===== src/rtl/smcp_pkg.sv =====
// Shared constants, codes and types of the serial motion command parser.
`timescale 1ns / 1ps

package smcp_pkg;

  localparam int LINE_BYTES  = 64;
  localparam int FIELD_BYTES = 16;
  localparam int LEN_W       = $clog2(LINE_BYTES);
  localparam int FL_W        = $clog2(FIELD_BYTES + 1);

  localparam logic [7:0] CHAR_NUL   = 8'd0;
  localparam logic [7:0] CHAR_LF    = 8'd10;
  localparam logic [7:0] CHAR_CR    = 8'd13;
  localparam logic [7:0] CHAR_PLUS  = 8'h2B;
  localparam logic [7:0] CHAR_COMMA = 8'h2C;
  localparam logic [7:0] CHAR_MINUS = 8'h2D;
  localparam logic [7:0] CHAR_POINT = 8'h2E;
  localparam logic [7:0] CHAR_G     = 8'h47;
  localparam logic [7:0] CHAR_I     = 8'h49;
  localparam logic [7:0] CHAR_M     = 8'h4D;
  localparam logic [7:0] CHAR_N     = 8'h4E;
  localparam logic [7:0] CHAR_P     = 8'h50;
  localparam logic [7:0] CHAR_S     = 8'h53;

  localparam int MATCH_S    = 0;
  localparam int MATCH_PING = 1;
  localparam int MATCH_MOVE = 2;

  localparam logic [2:0] CFG_PWM_MIN      = 3'd0;
  localparam logic [2:0] CFG_PWM_MAX      = 3'd1;
  localparam logic [2:0] CFG_DUR_MIN      = 3'd2;
  localparam logic [2:0] CFG_DUR_MAX      = 3'd3;
  localparam logic [2:0] CFG_PWM_DEFAULT  = 3'd4;
  localparam logic [2:0] CFG_DUR_DEFAULT  = 3'd5;

  typedef enum logic [2:0] {
    RESP_MOVE_OK     = 3'd0,
    RESP_STOP        = 3'd1,
    RESP_PONG        = 3'd2,
    RESP_BAD_DIR     = 3'd3,
    RESP_UNKNOWN_CMD = 3'd4
  } resp_e;

  typedef enum logic [1:0] {
    DIR_FORWARD  = 2'd0,
    DIR_BACKWARD = 2'd1,
    DIR_LEFT     = 2'd2,
    DIR_RIGHT    = 2'd3
  } dir_e;

  typedef struct packed {
    logic [6:0]  pwm_min;
    logic [6:0]  pwm_max;
    logic [15:0] duration_min;
    logic [15:0] duration_max;
    logic [7:0]  pwm_default;
    logic [15:0] duration_default;
  } cfg_t;

  typedef struct packed {
    logic [15:0] duration_ms;
    logic [6:0]  pwm_duty;
    dir_e        direction;
    resp_e       response;
  } res_t;

endpackage


===== src/rtl/smcp_parser.sv =====
// Per-byte line parser: running match state, field decode and end-of-line result.
`timescale 1ns / 1ps

module smcp_parser (
  input  logic                clk_i,
  input  logic                rst_ni,
  input  logic                byte_valid_i,
  input  logic [7:0]          byte_i,
  input  smcp_pkg::cfg_t      cfg_i,
  output logic                res_valid_o,
  output smcp_pkg::res_t      res_o
);

  localparam int LEN_W = smcp_pkg::LEN_W;
  localparam int FL_W  = smcp_pkg::FL_W;
  localparam int FS_W  = ((LEN_W > FL_W) ? LEN_W : FL_W) + 1;

  typedef enum logic [5:0] {
    SP_BLANK = 6'b000001,
    SP_INT   = 6'b000010,
    SP_POINT = 6'b000100,
    SP_FRAC1 = 6'b001000,
    SP_FRAC2 = 6'b010000,
    SP_DONE  = 6'b100000
  } speed_phase_e;

  typedef enum logic [2:0] {
    DP_BLANK  = 3'b001,
    DP_DIGITS = 3'b010,
    DP_DONE   = 3'b100
  } dur_phase_e;

  function automatic logic is_blank(input logic [7:0] c);
    return (c == 8'd32) || ((c >= 8'd9) && (c <= 8'd13));
  endfunction

  function automatic logic is_digit(input logic [7:0] c);
    return (c >= 8'd48) && (c <= 8'd57);
  endfunction

  function automatic logic [FL_W-1:0] sat_fl(input logic [FS_W-1:0] v);
    return (v > FS_W'(smcp_pkg::FIELD_BYTES)) ? FL_W'(smcp_pkg::FIELD_BYTES) : v[FL_W-1:0];
  endfunction

  function automatic logic [7:0] sat8(input logic [11:0] v);
    return (v > 12'd255) ? 8'd255 : v[7:0];
  endfunction

  function automatic logic [3:0] dir_len(input logic [1:0] k);
    logic [3:0] n;
    case (k)
      2'd0:    n = 4'd7;
      2'd1:    n = 4'd8;
      2'd2:    n = 4'd4;
      default: n = 4'd5;
    endcase
    return n;
  endfunction

  function automatic logic [7:0] dir_char(input logic [1:0] k, input logic [2:0] idx);
    logic [7:0] ch;
    case ({k, idx})
      5'b00_000: ch = "f";
      5'b00_001: ch = "o";
      5'b00_010: ch = "r";
      5'b00_011: ch = "w";
      5'b00_100: ch = "a";
      5'b00_101: ch = "r";
      5'b00_110: ch = "d";
      5'b01_000: ch = "b";
      5'b01_001: ch = "a";
      5'b01_010: ch = "c";
      5'b01_011: ch = "k";
      5'b01_100: ch = "w";
      5'b01_101: ch = "a";
      5'b01_110: ch = "r";
      5'b01_111: ch = "d";
      5'b10_000: ch = "l";
      5'b10_001: ch = "e";
      5'b10_010: ch = "f";
      5'b10_011: ch = "t";
      5'b11_000: ch = "r";
      5'b11_001: ch = "i";
      5'b11_010: ch = "g";
      5'b11_011: ch = "h";
      5'b11_100: ch = "t";
      default:   ch = 8'd0;
    endcase
    return ch;
  endfunction

  logic [LEN_W-1:0] len_q, len_d, pend_q, pend_d;
  logic [1:0]       fi_q, fi_d;
  logic [2:0]       wm_q, wm_d;
  logic [3:0]       mask_q, mask_d;
  logic [FL_W-1:0]  fl_q, fl_d;
  logic [7:0]       sh_q, sh_d;
  speed_phase_e     sp_q, sp_d;
  logic [15:0]      dv_q, dv_d;
  dur_phase_e       dp_q, dp_d;
  logic             saw2_q, saw2_d;
  logic             trunc_q, trunc_d;

  logic [LEN_W-1:0] cr_start;
  logic [LEN_W-1:0] line_len;
  logic [2:0]       wm_c;
  logic [3:0]       mask_c;
  logic [FL_W-1:0]  fl_c;
  speed_phase_e     sp_c;
  dur_phase_e       dp_c;

  logic [3:0]       digit;
  logic [11:0]      sh_first, sh_int;
  logic [8:0]       sh_tenth, sh_unit;
  logic [19:0]      dv_mul;
  logic [7:0]       pwm_sel;
  logic [15:0]      dur_sel;
  logic             take_byte;

  assign digit    = 4'(byte_i - 8'd48);
  assign sh_first = {8'b0, digit} * 12'd100;
  assign sh_int   = ({4'b0, sh_q} * 12'd10) + ({8'b0, digit} * 12'd100);
  assign sh_tenth = {1'b0, sh_q} + ({5'b0, digit} * 9'd10);
  assign sh_unit  = {1'b0, sh_q} + {5'b0, digit};
  assign dv_mul   = ({4'b0, dv_q} * 20'd10) + {16'b0, digit};

  assign take_byte = !trunc_q && (len_q < LEN_W'(smcp_pkg::LINE_BYTES - 1));
  assign cr_start  = len_q - pend_q;
  assign line_len  = len_q - pend_q;

  // fold the pending carriage returns ahead of a content byte
  always_comb begin
    wm_c   = wm_q;
    mask_c = mask_q;
    fl_c   = fl_q;
    sp_c   = sp_q;
    dp_c   = dp_q;
    if (pend_q != '0) begin
      if (cr_start == '0) begin
        wm_c = '0;
      end
      if (cr_start <= LEN_W'(1)) begin
        wm_c[smcp_pkg::MATCH_MOVE] = 1'b0;
        wm_c[smcp_pkg::MATCH_PING] = 1'b0;
      end
      if (cr_start <= LEN_W'(3)) begin
        wm_c[smcp_pkg::MATCH_PING] = 1'b0;
      end
      case (fi_q)
        2'd0: begin
          mask_c = '0;
          fl_c   = sat_fl(FS_W'(fl_q) + FS_W'(pend_q));
        end
        2'd1: begin
          if (sp_q != SP_BLANK) begin
            sp_c = SP_DONE;
          end
          fl_c = sat_fl(FS_W'(fl_q) + FS_W'(pend_q));
        end
        default: begin
          if (dp_q == DP_DIGITS) begin
            dp_c = DP_DONE;
          end
        end
      endcase
    end
  end

  always_comb begin
    len_d   = len_q;
    pend_d  = pend_q;
    fi_d    = fi_q;
    wm_d    = wm_q;
    mask_d  = mask_q;
    fl_d    = fl_q;
    sh_d    = sh_q;
    sp_d    = sp_q;
    dv_d    = dv_q;
    dp_d    = dp_q;
    saw2_d  = saw2_q;
    trunc_d = trunc_q;
    res_valid_o = 1'b0;
    if (byte_valid_i) begin
      if (byte_i == smcp_pkg::CHAR_LF) begin
        res_valid_o = (line_len != '0);
        len_d   = '0;
        pend_d  = '0;
        fi_d    = '0;
        wm_d    = '1;
        mask_d  = '1;
        fl_d    = '0;
        sh_d    = '0;
        sp_d    = SP_BLANK;
        dv_d    = '0;
        dp_d    = DP_BLANK;
        saw2_d  = 1'b0;
        trunc_d = 1'b0;
      end else if (take_byte) begin
        if (byte_i == smcp_pkg::CHAR_NUL) begin
          trunc_d = 1'b1;
        end else if (byte_i == smcp_pkg::CHAR_CR) begin
          pend_d = pend_q + LEN_W'(1);
          len_d  = len_q + LEN_W'(1);
        end else begin
          pend_d = '0;
          len_d  = len_q + LEN_W'(1);
          wm_d   = wm_c;
          mask_d = mask_c;
          fl_d   = fl_c;
          sp_d   = sp_c;
          dp_d   = dp_c;
          if (len_q == '0) begin
            wm_d[smcp_pkg::MATCH_S]    = (byte_i == smcp_pkg::CHAR_S);
            wm_d[smcp_pkg::MATCH_PING] = (byte_i == smcp_pkg::CHAR_P);
            wm_d[smcp_pkg::MATCH_MOVE] = (byte_i == smcp_pkg::CHAR_M);
          end else if (len_q == LEN_W'(1)) begin
            if (byte_i != smcp_pkg::CHAR_COMMA) wm_d[smcp_pkg::MATCH_MOVE] = 1'b0;
            if (byte_i != smcp_pkg::CHAR_I)     wm_d[smcp_pkg::MATCH_PING] = 1'b0;
          end else begin
            if ((len_q == LEN_W'(2)) && (byte_i != smcp_pkg::CHAR_N)) begin
              wm_d[smcp_pkg::MATCH_PING] = 1'b0;
            end
            if ((len_q == LEN_W'(3)) && (byte_i != smcp_pkg::CHAR_G)) begin
              wm_d[smcp_pkg::MATCH_PING] = 1'b0;
            end
            case (fi_q)
              2'd0: begin
                if (byte_i == smcp_pkg::CHAR_COMMA) begin
                  for (int k = 0; k < 4; k++) begin
                    if ((FS_W'(dir_len(2'(k))) != FS_W'(fl_c)) ||
                        (fl_c == FL_W'(smcp_pkg::FIELD_BYTES))) begin
                      mask_d[k] = 1'b0;
                    end
                  end
                  fi_d = 2'd1;
                  fl_d = '0;
                end else begin
                  for (int k = 0; k < 4; k++) begin
                    if ((FS_W'(fl_c) >= FS_W'(dir_len(2'(k)))) ||
                        (dir_char(2'(k), fl_c[2:0]) != byte_i)) begin
                      mask_d[k] = 1'b0;
                    end
                  end
                  fl_d = sat_fl(FS_W'(fl_c) + FS_W'(1));
                end
              end
              2'd1: begin
                if (byte_i == smcp_pkg::CHAR_COMMA) begin
                  fi_d   = 2'd2;
                  saw2_d = 1'b1;
                end else begin
                  fl_d = sat_fl(FS_W'(fl_c) + FS_W'(1));
                  unique case (sp_c)
                    SP_BLANK: begin
                      if (is_blank(byte_i)) begin
                        sp_d = SP_BLANK;
                      end else if (byte_i == smcp_pkg::CHAR_PLUS) begin
                        sp_d = SP_INT;
                      end else if (byte_i == smcp_pkg::CHAR_MINUS) begin
                        sh_d = '0;
                        sp_d = SP_DONE;
                      end else if (is_digit(byte_i)) begin
                        sh_d = sat8(sh_first);
                        sp_d = SP_INT;
                      end else if (byte_i == smcp_pkg::CHAR_POINT) begin
                        sp_d = SP_POINT;
                      end else begin
                        sp_d = SP_DONE;
                      end
                    end
                    SP_INT: begin
                      if (is_digit(byte_i)) begin
                        sh_d = sat8(sh_int);
                      end else if (byte_i == smcp_pkg::CHAR_POINT) begin
                        sp_d = SP_POINT;
                      end else begin
                        sp_d = SP_DONE;
                      end
                    end
                    SP_POINT: begin
                      if (is_digit(byte_i)) begin
                        sh_d = sat8({3'b0, sh_tenth});
                        sp_d = SP_FRAC1;
                      end else begin
                        sp_d = SP_DONE;
                      end
                    end
                    SP_FRAC1: begin
                      if (is_digit(byte_i)) begin
                        sh_d = sat8({3'b0, sh_unit});
                        sp_d = SP_FRAC2;
                      end else begin
                        sp_d = SP_DONE;
                      end
                    end
                    SP_FRAC2: begin
                      if (!is_digit(byte_i)) sp_d = SP_DONE;
                    end
                    default: begin
                      sp_d = SP_DONE;
                    end
                  endcase
                end
              end
              default: begin
                unique case (dp_c)
                  DP_BLANK: begin
                    if (is_blank(byte_i)) begin
                      dp_d = DP_BLANK;
                    end else if (byte_i == smcp_pkg::CHAR_PLUS) begin
                      dp_d = DP_DIGITS;
                    end else if (byte_i == smcp_pkg::CHAR_MINUS) begin
                      dv_d = '0;
                      dp_d = DP_DONE;
                    end else if (is_digit(byte_i)) begin
                      dv_d = {12'b0, digit};
                      dp_d = DP_DIGITS;
                    end else begin
                      dp_d = DP_DONE;
                    end
                  end
                  DP_DIGITS: begin
                    if (is_digit(byte_i)) begin
                      dv_d = (dv_mul > 20'd65535) ? 16'hFFFF : dv_mul[15:0];
                    end else begin
                      dp_d = DP_DONE;
                    end
                  end
                  default: begin
                    dp_d = DP_DONE;
                  end
                endcase
              end
            endcase
          end
        end
      end
    end
  end

  // end-of-line decode from the state left by the line's last content byte
  always_comb begin
    res_o          = '0;
    res_o.response = smcp_pkg::RESP_UNKNOWN_CMD;
    pwm_sel        = cfg_i.pwm_default;
    dur_sel        = cfg_i.duration_default;
    if (saw2_q && (fl_q != '0) && (fl_q < FL_W'(smcp_pkg::FIELD_BYTES))) begin
      pwm_sel = sh_q;
    end
    if (saw2_q) begin
      dur_sel = dv_q;
    end
    if (pwm_sel > {1'b0, cfg_i.pwm_max}) pwm_sel = {1'b0, cfg_i.pwm_max};
    if (pwm_sel < {1'b0, cfg_i.pwm_min}) pwm_sel = {1'b0, cfg_i.pwm_min};
    if (dur_sel > cfg_i.duration_max) dur_sel = cfg_i.duration_max;
    if (dur_sel < cfg_i.duration_min) dur_sel = cfg_i.duration_min;
    if (wm_q[smcp_pkg::MATCH_MOVE] && (line_len > LEN_W'(2))) begin
      if ((fi_q == 2'd0) || (mask_q == 4'd0)) begin
        res_o.response = smcp_pkg::RESP_BAD_DIR;
      end else begin
        res_o.response = smcp_pkg::RESP_MOVE_OK;
        if (mask_q[0]) begin
          res_o.direction = smcp_pkg::DIR_FORWARD;
        end else if (mask_q[1]) begin
          res_o.direction = smcp_pkg::DIR_BACKWARD;
        end else if (mask_q[2]) begin
          res_o.direction = smcp_pkg::DIR_LEFT;
        end else begin
          res_o.direction = smcp_pkg::DIR_RIGHT;
        end
        res_o.pwm_duty    = pwm_sel[6:0];
        res_o.duration_ms = dur_sel;
      end
    end else if (wm_q[smcp_pkg::MATCH_S] && (line_len == LEN_W'(1))) begin
      res_o.response = smcp_pkg::RESP_STOP;
    end else if (wm_q[smcp_pkg::MATCH_PING] && (line_len == LEN_W'(4))) begin
      res_o.response = smcp_pkg::RESP_PONG;
    end
  end

  always_ff @(posedge clk_i or negedge rst_ni) begin
    if (!rst_ni) begin
      len_q   <= '0;
      pend_q  <= '0;
      fi_q    <= '0;
      wm_q    <= '1;
      mask_q  <= '1;
      fl_q    <= '0;
      sh_q    <= '0;
      sp_q    <= SP_BLANK;
      dv_q    <= '0;
      dp_q    <= DP_BLANK;
      saw2_q  <= 1'b0;
      trunc_q <= 1'b0;
    end else begin
      len_q   <= len_d;
      pend_q  <= pend_d;
      fi_q    <= fi_d;
      wm_q    <= wm_d;
      mask_q  <= mask_d;
      fl_q    <= fl_d;
      sh_q    <= sh_d;
      sp_q    <= sp_d;
      dv_q    <= dv_d;
      dp_q    <= dp_d;
      saw2_q  <= saw2_d;
      trunc_q <= trunc_d;
    end
  end

endmodule


===== src/rtl/serial_motion_command_parser.sv =====
// Top level of the serial motion command parser: beat registers and configuration.
`timescale 1ns / 1ps

// Takes one received character per input beat and gives one result beat for each LF
// that ends a non-empty line: move, stop, pong or an error code. The block sustains
// one character per clock cycle while no result is stalled; each character is held in
// the input register and is decoded against the line state on its way into the result
// register, which presents the result beat of an LF. The input register is
// refilled in the same cycle as it drains, and the result register parts the sides, so
// a stalled result blocks input only once both registers hold a beat. Nothing needs
// clearing after reset. Configuration writes are taken in any cycle and are meant for
// idle time.
module serial_motion_command_parser (
  input  logic        clk_i,
  input  logic        rst_ni,
  input  logic        s_axis_tvalid,
  output logic        s_axis_tready,
  input  logic [7:0]  s_axis_tdata,   // [7:0] rx_byte
  output logic        m_axis_tvalid,
  input  logic        m_axis_tready,
  output logic [31:0] m_axis_tdata,   // [2:0] response, [4:3] direction,
                                      // [11:5] pwm_duty, [27:12] duration_ms, rest 0
  input  logic        cfg_valid_i,
  output logic        cfg_ready_o,
  input  logic [2:0]  cfg_index_i,
  input  logic [15:0] cfg_data_i
);

  logic           in_valid_q, in_valid_d;
  logic [7:0]     in_byte_q;
  logic           out_valid_q, out_valid_d;
  smcp_pkg::res_t out_res_q;
  smcp_pkg::cfg_t cfg_q;
  logic           process;
  logic           res_valid;
  smcp_pkg::res_t res;

  assign process       = in_valid_q && (!out_valid_q || m_axis_tready);
  assign s_axis_tready = !in_valid_q || process;
  assign cfg_ready_o   = 1'b1;

  assign in_valid_d  = s_axis_tvalid ? 1'b1 : (in_valid_q && !process);
  assign out_valid_d = (process && res_valid) ? 1'b1 : (out_valid_q && !m_axis_tready);

  assign m_axis_tvalid = out_valid_q;
  assign m_axis_tdata  = {4'b0, out_res_q};

  smcp_parser u_parser (
    .clk_i        (clk_i),
    .rst_ni       (rst_ni),
    .byte_valid_i (process),
    .byte_i       (in_byte_q),
    .cfg_i        (cfg_q),
    .res_valid_o  (res_valid),
    .res_o        (res)
  );

  always_ff @(posedge clk_i or negedge rst_ni) begin
    if (!rst_ni) begin
      in_valid_q  <= 1'b0;
      out_valid_q <= 1'b0;
    end else begin
      in_valid_q  <= s_axis_tready ? in_valid_d : in_valid_q;
      out_valid_q <= out_valid_d;
    end
  end

  always_ff @(posedge clk_i) begin
    if (s_axis_tvalid && s_axis_tready) begin
      in_byte_q <= s_axis_tdata;
    end
    if (process && res_valid) begin
      out_res_q <= res;
    end
  end

  always_ff @(posedge clk_i or negedge rst_ni) begin
    if (!rst_ni) begin
      cfg_q.pwm_min          <= 7'd20;
      cfg_q.pwm_max          <= 7'd100;
      cfg_q.duration_min     <= 16'd50;
      cfg_q.duration_max     <= 16'd5000;
      cfg_q.pwm_default      <= 8'd50;
      cfg_q.duration_default <= 16'd500;
    end else if (cfg_valid_i && cfg_ready_o) begin
      unique case (cfg_index_i)
        smcp_pkg::CFG_PWM_MIN:     cfg_q.pwm_min          <= cfg_data_i[6:0];
        smcp_pkg::CFG_PWM_MAX:     cfg_q.pwm_max          <= cfg_data_i[6:0];
        smcp_pkg::CFG_DUR_MIN:     cfg_q.duration_min     <= cfg_data_i;
        smcp_pkg::CFG_DUR_MAX:     cfg_q.duration_max     <= cfg_data_i;
        smcp_pkg::CFG_PWM_DEFAULT: cfg_q.pwm_default      <= cfg_data_i[7:0];
        smcp_pkg::CFG_DUR_DEFAULT: cfg_q.duration_default <= cfg_data_i;
        default: ;
      endcase
    end
  end

  a_res_on_lf: assert property (@(posedge clk_i) disable iff (!rst_ni)
    (process && res_valid) |-> (in_byte_q == smcp_pkg::CHAR_LF))
    else $error("result raised for a beat that is not LF");

  a_res_loaded: assert property (@(posedge clk_i) disable iff (!rst_ni)
    (process && res_valid) |=> m_axis_tvalid)
    else $error("decoded result not presented");

  a_stall_cause: assert property (@(posedge clk_i) disable iff (!rst_ni)
    !s_axis_tready |-> (in_valid_q && m_axis_tvalid && !m_axis_tready))
    else $error("input stalled without a blocked result");

  a_non_move_zero: assert property (@(posedge clk_i) disable iff (!rst_ni)
    (m_axis_tvalid && (out_res_q.response != smcp_pkg::RESP_MOVE_OK)) |->
    ((out_res_q.pwm_duty == 7'd0) && (out_res_q.duration_ms == 16'd0) &&
     (out_res_q.direction == smcp_pkg::DIR_FORWARD)))
    else $error("non-move result carries move fields");

endmodule


===== config.mk =====
export PLATFORM = sky130hd
export DESIGN_NAME = serial_motion_command_parser
export DESIGN_NICKNAME = d
export VERILOG_FILES = /design/src/rtl/smcp_pkg.sv /design/src/rtl/smcp_parser.sv /design/src/rtl/serial_motion_command_parser.sv
export SDC_FILE = /design/constraint.sdc
export NUM_CORES = 1
export LEC_CHECK = 0
export ABC_AREA = 1
export BUFFER_PORTS_ARGS = -buffer_cell sky130_fd_sc_hd__buf_2
export CORE_MARGIN = 4
export CORE_UTILIZATION = 50
export DETAILED_ROUTE_END_ITERATION = 10
export GPL_TIMING_DRIVEN = 0
export PLACE_DENSITY_LB_ADDON = 0.12
export SKIP_CTS_REPAIR_TIMING = 1
export SLEW_MARGIN = 30
export SYNTH_ARGS = -nofsm -noshare
export SYNTH_HDL_FRONTEND = slang
export SYNTH_SLANG_ARGS = --single-unit

===== constraint.sdc =====
create_clock -name clk_i -period 5.5 [get_ports clk_i]
set_input_delay 0.825 -clock clk_i [delete_from_list [all_inputs] [get_ports clk_i]]
set_output_delay 0.825 -clock clk_i [all_outputs]
set_load 0.03 [all_outputs]

# Word-level counts from Yosys, hierarchy flattened
# Cells that the tools add are included.
# op_classes
mux	273
n_reduce_logical	71
eq_ne	68
n_lt_le_gt_ge	24
n_bitwise	1
addsub	10
mul	4
# op_table
cell	n
two-way mux 8 bit	57
two-way mux 4 bit	82
two-way mux 16 bit	16
two-way mux 6 bit	27
two-way mux 3 bit	24
two-way mux 5 bit	12
one-hot mux 8 bit (7 select lines)	1
one-hot mux 7 bit (6 select lines)	1
equality test 8 x 6 -> 1 bit (second input constant)	5
one-hot mux 7 bit (5 select lines)	1
two-way mux 1 bit	33
inequality test 8 bit	4
one-hot mux 16 bit (2 select lines)	1
one-hot mux 8 bit (4 select lines)	1
one-hot mux 6 bit (5 select lines)	1
one-hot mux 7 bit (4 select lines)	1
equality test 8 x 7 -> 1 bit (second input constant)	3
inequality test 8 x 7 -> 1 bit (second input constant)	3
two-way mux 2 bit	11
adder 20 x 4 -> 20 bit	1
greater-or-equal comparator 5 x 4 -> 1 bit	4
greater-than comparator 20 x 16 -> 1 bit (second input constant)	1
inequality test 4 x 5 -> 1 bit	4
multiplier 16 x 3 -> 19 bit (second input constant)	1
other kinds (73)	156
# word_totals
ff_bits	169
out_inout_bits	35

# Logic depth before layout (Yosys ltp)
# depth
depth_word	28
depth_mapped	28
mapped_depth_nobuf	28

# Modules after synthesis
# Synthesis repeated with hierarchy kept, for this count alone.
# unflattened
cells_unflattened	1956
hier_area_um2	13952.1
# modules_own_cells
mod	n_inst	area_per_inst_um2	cells_per_inst	seq_area_each_um2
smcp_parser	1	9945.8	1587	1537.7
serial_motion_command_parser	1	4006.3	369	2910.3

# Worst setup path before layout
# No wires, ideal clock.
# synth_timing
kind	reg2reg
startpoint	register u_parser.saw2_q
endpoint	register out_res_q, in the netlist m_axis_tdata[10] (data pin)
path_stages_with_launch	23
n_path_buf	4
slack_ns	1.429
t_arrival_ns	3.816
synth_period_minus_slack_ns	4.071
cell_sequence	dfrtp_1 -> buf_4 -> inv_2 -> nor2_1 -> nand2_1 -> clkbuf_1 -> mux2_2 -> ha_1 -> nand2_1 -> inv_1 -> a221oi_1 -> o21ai_1 -> nand2_1 -> clkbuf_1 -> nand2_1 -> o21ai_0 -> ha_1 -> a21o_1 -> a21oi_1 -> clkbuf_1 -> nand3_1 -> nand2_1 -> nor2_1
# synth_between
elab_chain_len	7
# synth_lines
item	line_no	text
start: declaration	smcp_parser.sv:101	logic saw2_q, saw2_d;
start signal: assignment	smcp_parser.sv:406	saw2_q <= saw2_d;
logical AND 1 bit * (2 in a row)	smcp_parser.sv:347	if (saw2_q && (fl_q != '0) && (fl_q < FL_W'(smcp_pkg::FIELD_BYTES))) begin
two-way mux 8 bit *	smcp_parser.sv:347	
greater-than comparator 8 x 7 -> 1 bit	smcp_parser.sv:353	if (pwm_sel > {1'b0, cfg_i.pwm_max}) pwm_sel = {1'b0, cfg_i.pwm_max};
two-way mux 8 bit *	smcp_parser.sv:353	
less-than comparator 8 x 7 -> 1 bit	smcp_parser.sv:354	if (pwm_sel < {1'b0, cfg_i.pwm_min}) pwm_sel = {1'b0, cfg_i.pwm_min};
two-way mux 7 bit *	smcp_parser.sv:354	
end signal: assignment	serial_motion_command_parser.sv:73	out_res_q <= res;
end: declaration	serial_motion_command_parser.sv:32	smcp_pkg::res_t out_res_q;
# Every way passes the cells marked *; elsewhere a longest branch is shown, timed or not.
# A chain may end at the register's enable or synchronous reset.

# Worst setup path in the final report
# layout_timing
startpoint	register u_parser.fl_q[1]
endpoint	register out_res_q, in the netlist m_axis_tdata[10] (data pin)
# layout_between
elab_chain_len	8
word_cells_on_any_way	9
classes_between	order compare (3); mux (3); reduce/logical (3)
# layout_lines
item	line_no	text
start: declaration	smcp_parser.sv:96	logic [FL_W-1:0] fl_q, fl_d;
start signal: assignment	smcp_parser.sv:401	fl_q <= fl_d;
parallel branches: the longest is 2 deep, another holds less-than comparator 5 bit	--	
logical AND 1 bit *	smcp_parser.sv:347	
two-way mux 8 bit *	smcp_parser.sv:347	
greater-than comparator 8 x 7 -> 1 bit	smcp_parser.sv:353	
two-way mux 8 bit *	smcp_parser.sv:353	
less-than comparator 8 x 7 -> 1 bit	smcp_parser.sv:354	
two-way mux 7 bit *	smcp_parser.sv:354	
# Every way passes the cells marked *.

==> flow_summary.json <==
{
  "status": "finished, final reports clean",
  "peakVddDrop_mv": 0.257,
  "ys_async_sr_fraction_pct": 78.7,
  "ys_types": 73,
  "nets": 2232,
  "synth_ff_type": "dfrtp_1",
  "ys_seq_area_share_pct": 30.8,
  "layout-drive-gt1-share_pct": 12.3,
  "switching_power_uw": 1870,
  "cts_sinks": 169,
  "cts_max_path_buffers": 2,
  "areaGrowthSynthToFinish_pct": 10.3,
  "synth-edff-count": 36,
  "skew_ps": 13.5,
  "max_freq_mhz": 208,
  "io_pins": 67,
  "drv_slew": 0,
  "relSlewSlack_pct": 42.8,
  "worstSetupPathType": "register to register",
  "clkLatencyLatePin_ps": 430,
  "cap_violations": 0,
  "num_antenna_cells": 0,
  "r2r_start": "u_parser.fl_q[1]",
  "place_congestion": 0.954,
  "seqPwrFrac_pct": 34.4,
  "grt_pass1_vias": 12300,
  "intPower_uw": 2820,
  "rsz0062_at_grt": "false",
  "dpl.cell_count": 2400,
  "cts_tree": "yes",
  "power_frac_clock_pct": 26.8,
  "setup_violations": 0,
  "gr-usage-all-layers_pct": 23.9,
  "vias": 13100,
  "die_area_um2": 31600,
  "yosysWarningCount": 0,
  "p_leak_uw": 0.00827,
  "layout_commonest_cell": "nand2_1",
  "initial_core_util_pct": 51.3,
  "fin_cells": 2432,
  "drc_errors": 0,
  "startpoint_type": "register",
  "die_w_um": 178,
  "p_per_area_nw_per_um2": 295,
  "critPathMaxFanout": 10,
  "hpwl_um": 29700,
  "clk_pin_slew_ps": 70,
  "synth-seq-cells": 169,
  "grt_overflow": 0,
  "wire_per_inst_um": 15.3,
  "final_hold_viol_count": 0,
  "avgSynthCellArea_um2": 7.37,
  "htreeDepth": 4,
  "hold_class": "input pin to asynchronous set/reset pin",
  "p_sw_share_pct": 39.9,
  "antenna_found_initial": 0,
  "initialDrtViolationCount": 928,
  "rr_endpoint": "m_axis_tdata[10]",
  "arrival_ps": 4980,
  "p_comb_share_pct": 38.8,
  "postSynthCellCount": 1956,
  "rr_worst_depth": 21,
  "viasPerCell": 5.38,
  "p_total_uw": 4690,
  "cts_buffers": 17,
  "fin_crit_sh_pct": 87.4,
  "worst_pin_slew_ps": 855,
  "grt_max_degree": 90,
  "coreArea_um2": 28100,
  "cp.required_ps": 5680,
  "dr.pass1.iters": 6,
  "cts_root_buffer": "clkbuf_16",
  "placementRows": 61,
  "layout_common_cells": "nand2_1 (495), inv_1 (251), o21ai_0 (155)",
  "io_buffers": 61,
  "ff2ff_setup_slack_ps": 690,
  "period_needed_ps": 4810,
  "grt_pass1_wl_um": 61800,
  "fp.dieH_um": 178,
  "setup_tns_ps": 0,
  "cp-end-kind": "register",
  "antenna_left": 0,
  "wl_um": 37100,
  "netlist_area_um2": 14400
}
flip-flops by register name, summed over array words and instances (netlist names):
register and flops:
m_axis_tvalid 1, u_parser.dv_q 16, u_parser.fl_q 5, u_parser.pend_q 6, u_parser.len_q 6, u_parser.trunc_q 1
in_byte_q 8, u_parser.sh_q 8, cfg_q 70, u_parser.sp_q 6, u_parser.mask_q 4, u_parser.dp_q 3
u_parser.wm_q 3, u_parser.saw2_q 1, u_parser.fi_q 2, m_axis_tdata 28, in_valid_q 1
cell usage after synthesis, types with 5 or more instances:
cell | instances | area, µm²
a211oi_1 | 7 | 52.6
a21oi_1 | 113 | 566
a221oi_1 | 5 | 43.8
a22oi_1 | 5 | 37.5
buf_2 | 7 | 35.0
buf_4 | 8 | 60.1
clkbuf_1 | 30 | 113
dfrtp_1 | 102 | 2550
dfstp_2 | 31 | 815
edfxtp_1 | 36 | 1080
fa_1 | 10 | 200
ha_1 | 149 | 1860
inv_1 | 251 | 942
inv_2 | 21 | 78.8
nand2_1 | 495 | 1860
nand2_2 | 16 | 100
nand3_1 | 112 | 561
nand3_2 | 12 | 120
nand4_1 | 28 | 175
nand4_2 | 6 | 75.1
nor2_1 | 124 | 465
nor2_2 | 7 | 43.8
nor2_4 | 8 | 90.1
nor3_1 | 37 | 185
nor3b_1 | 7 | 52.6
o211ai_1 | 9 | 67.6
o21ai_0 | 155 | 776
o21ai_1 | 17 | 85.1
o21ai_2 | 8 | 70.1
o22ai_1 | 7 | 43.8
xnor2_1 | 20 | 175
xor2_1 | 35 | 307
per-stage QoR:
stage	setup slack [ps]	hold slack, ps	utilization (%)	instance area (µm²)
after floorplan	1430	442	-	14400
after global placement	530	455	54.1	15200
after detailed placement	711	463	54.4	15300
after CTS	695	295	56.6	15900
after global routing	101	323	56.6	15900
final	694	289	56.6	15900
metal layers:
metal  vias to the layer above  wire length (µm)  track usage (%)
met4                         0               493             4.83
met5                         -                 0                0
met3                        35              2110             3.66
li1                       6648                 -                -
met2                       356             15700             36.2
met1                      6048             18900             36.4
how the worst max path moves through the flow:
| stage | endpoint | cells after the start | startpoint |
|---|---|---|---|
| global placement | m_axis_tdata[21] | 9 | in_byte_q[2] |
| CTS | m_axis_tdata[10] | 21 | u_parser.fl_q[1] |
| global route | m_axis_tdata[10] | 21 | u_parser.fl_q[1] |
| detailed placement | m_axis_tdata[10] | 21 | u_parser.fl_q[1] |
| finish | m_axis_tdata[10] | 21 | u_parser.fl_q[1] |
| floorplan | m_axis_tdata[10] | 22 | u_parser.saw2_q |
cells by family (layout without fill, tap and decap cells):
logic type | count (synthesis) | count (layout) | synth area share [%]
fa+ha+maj | 159 | 159 | 14.3
mux | 2 | 2 | 0.156
buf+inv | 324 | 419 | 8.90
xor+xnor | 57 | 57 | 3.57
compound gates | 363 | 363 | 14.3
simple gates | 880 | 880 | 27.9
other cells | 2 | 5 | 0.0521
flops | 169 | 169 | 30.8
worst max-delay path, stage by stage (launching register included):
cell and delay (ps):
dfrtp_1 460, nor2_1 130, nand3_1 140, nand2_1 170, clkbuf_1 350, mux2_2 430
ha_1 300, nand2_1 60, inv_1 40, a221oi_1 250, o21ai_1 140, nand2_1 120
clkbuf_1 300, nand2_1 90, o21ai_0 180, ha_1 330, a21o_1 180, a21oi_1 300
clkbuf_1 360, nand3_1 120, nand2_1 70, nor2_1 50
power groups by stage:
stage | Combinational [µW] | Sequential [µW] | Clock (µW)
finish | 1820 | 1610 | 1260
global route | 2100 | 1640 | 1340
CTS | 1810 | 1610 | 1280
detailed placement | 1800 | 1630 | 0
global placement | 1740 | 1630 | 0
floorplan | 1410 | 1590 | 0
layout make-up:
| cell class | count | area, µm² |
|---|---|---|
| tap | 378 | 473 |
| sequential | 169 | 4450 |
| fill | 2726 | 12200 |
| inverter | 274 | 1030 |
| timing repair buffer | 63 | 370 |
| clock inverter | 15 | 203 |
| multi-input combinational | 1466 | 8710 |
| buffer | 50 | 253 |
| clock buffer | 17 | 425 |
(Power assumes the default switching activity.)
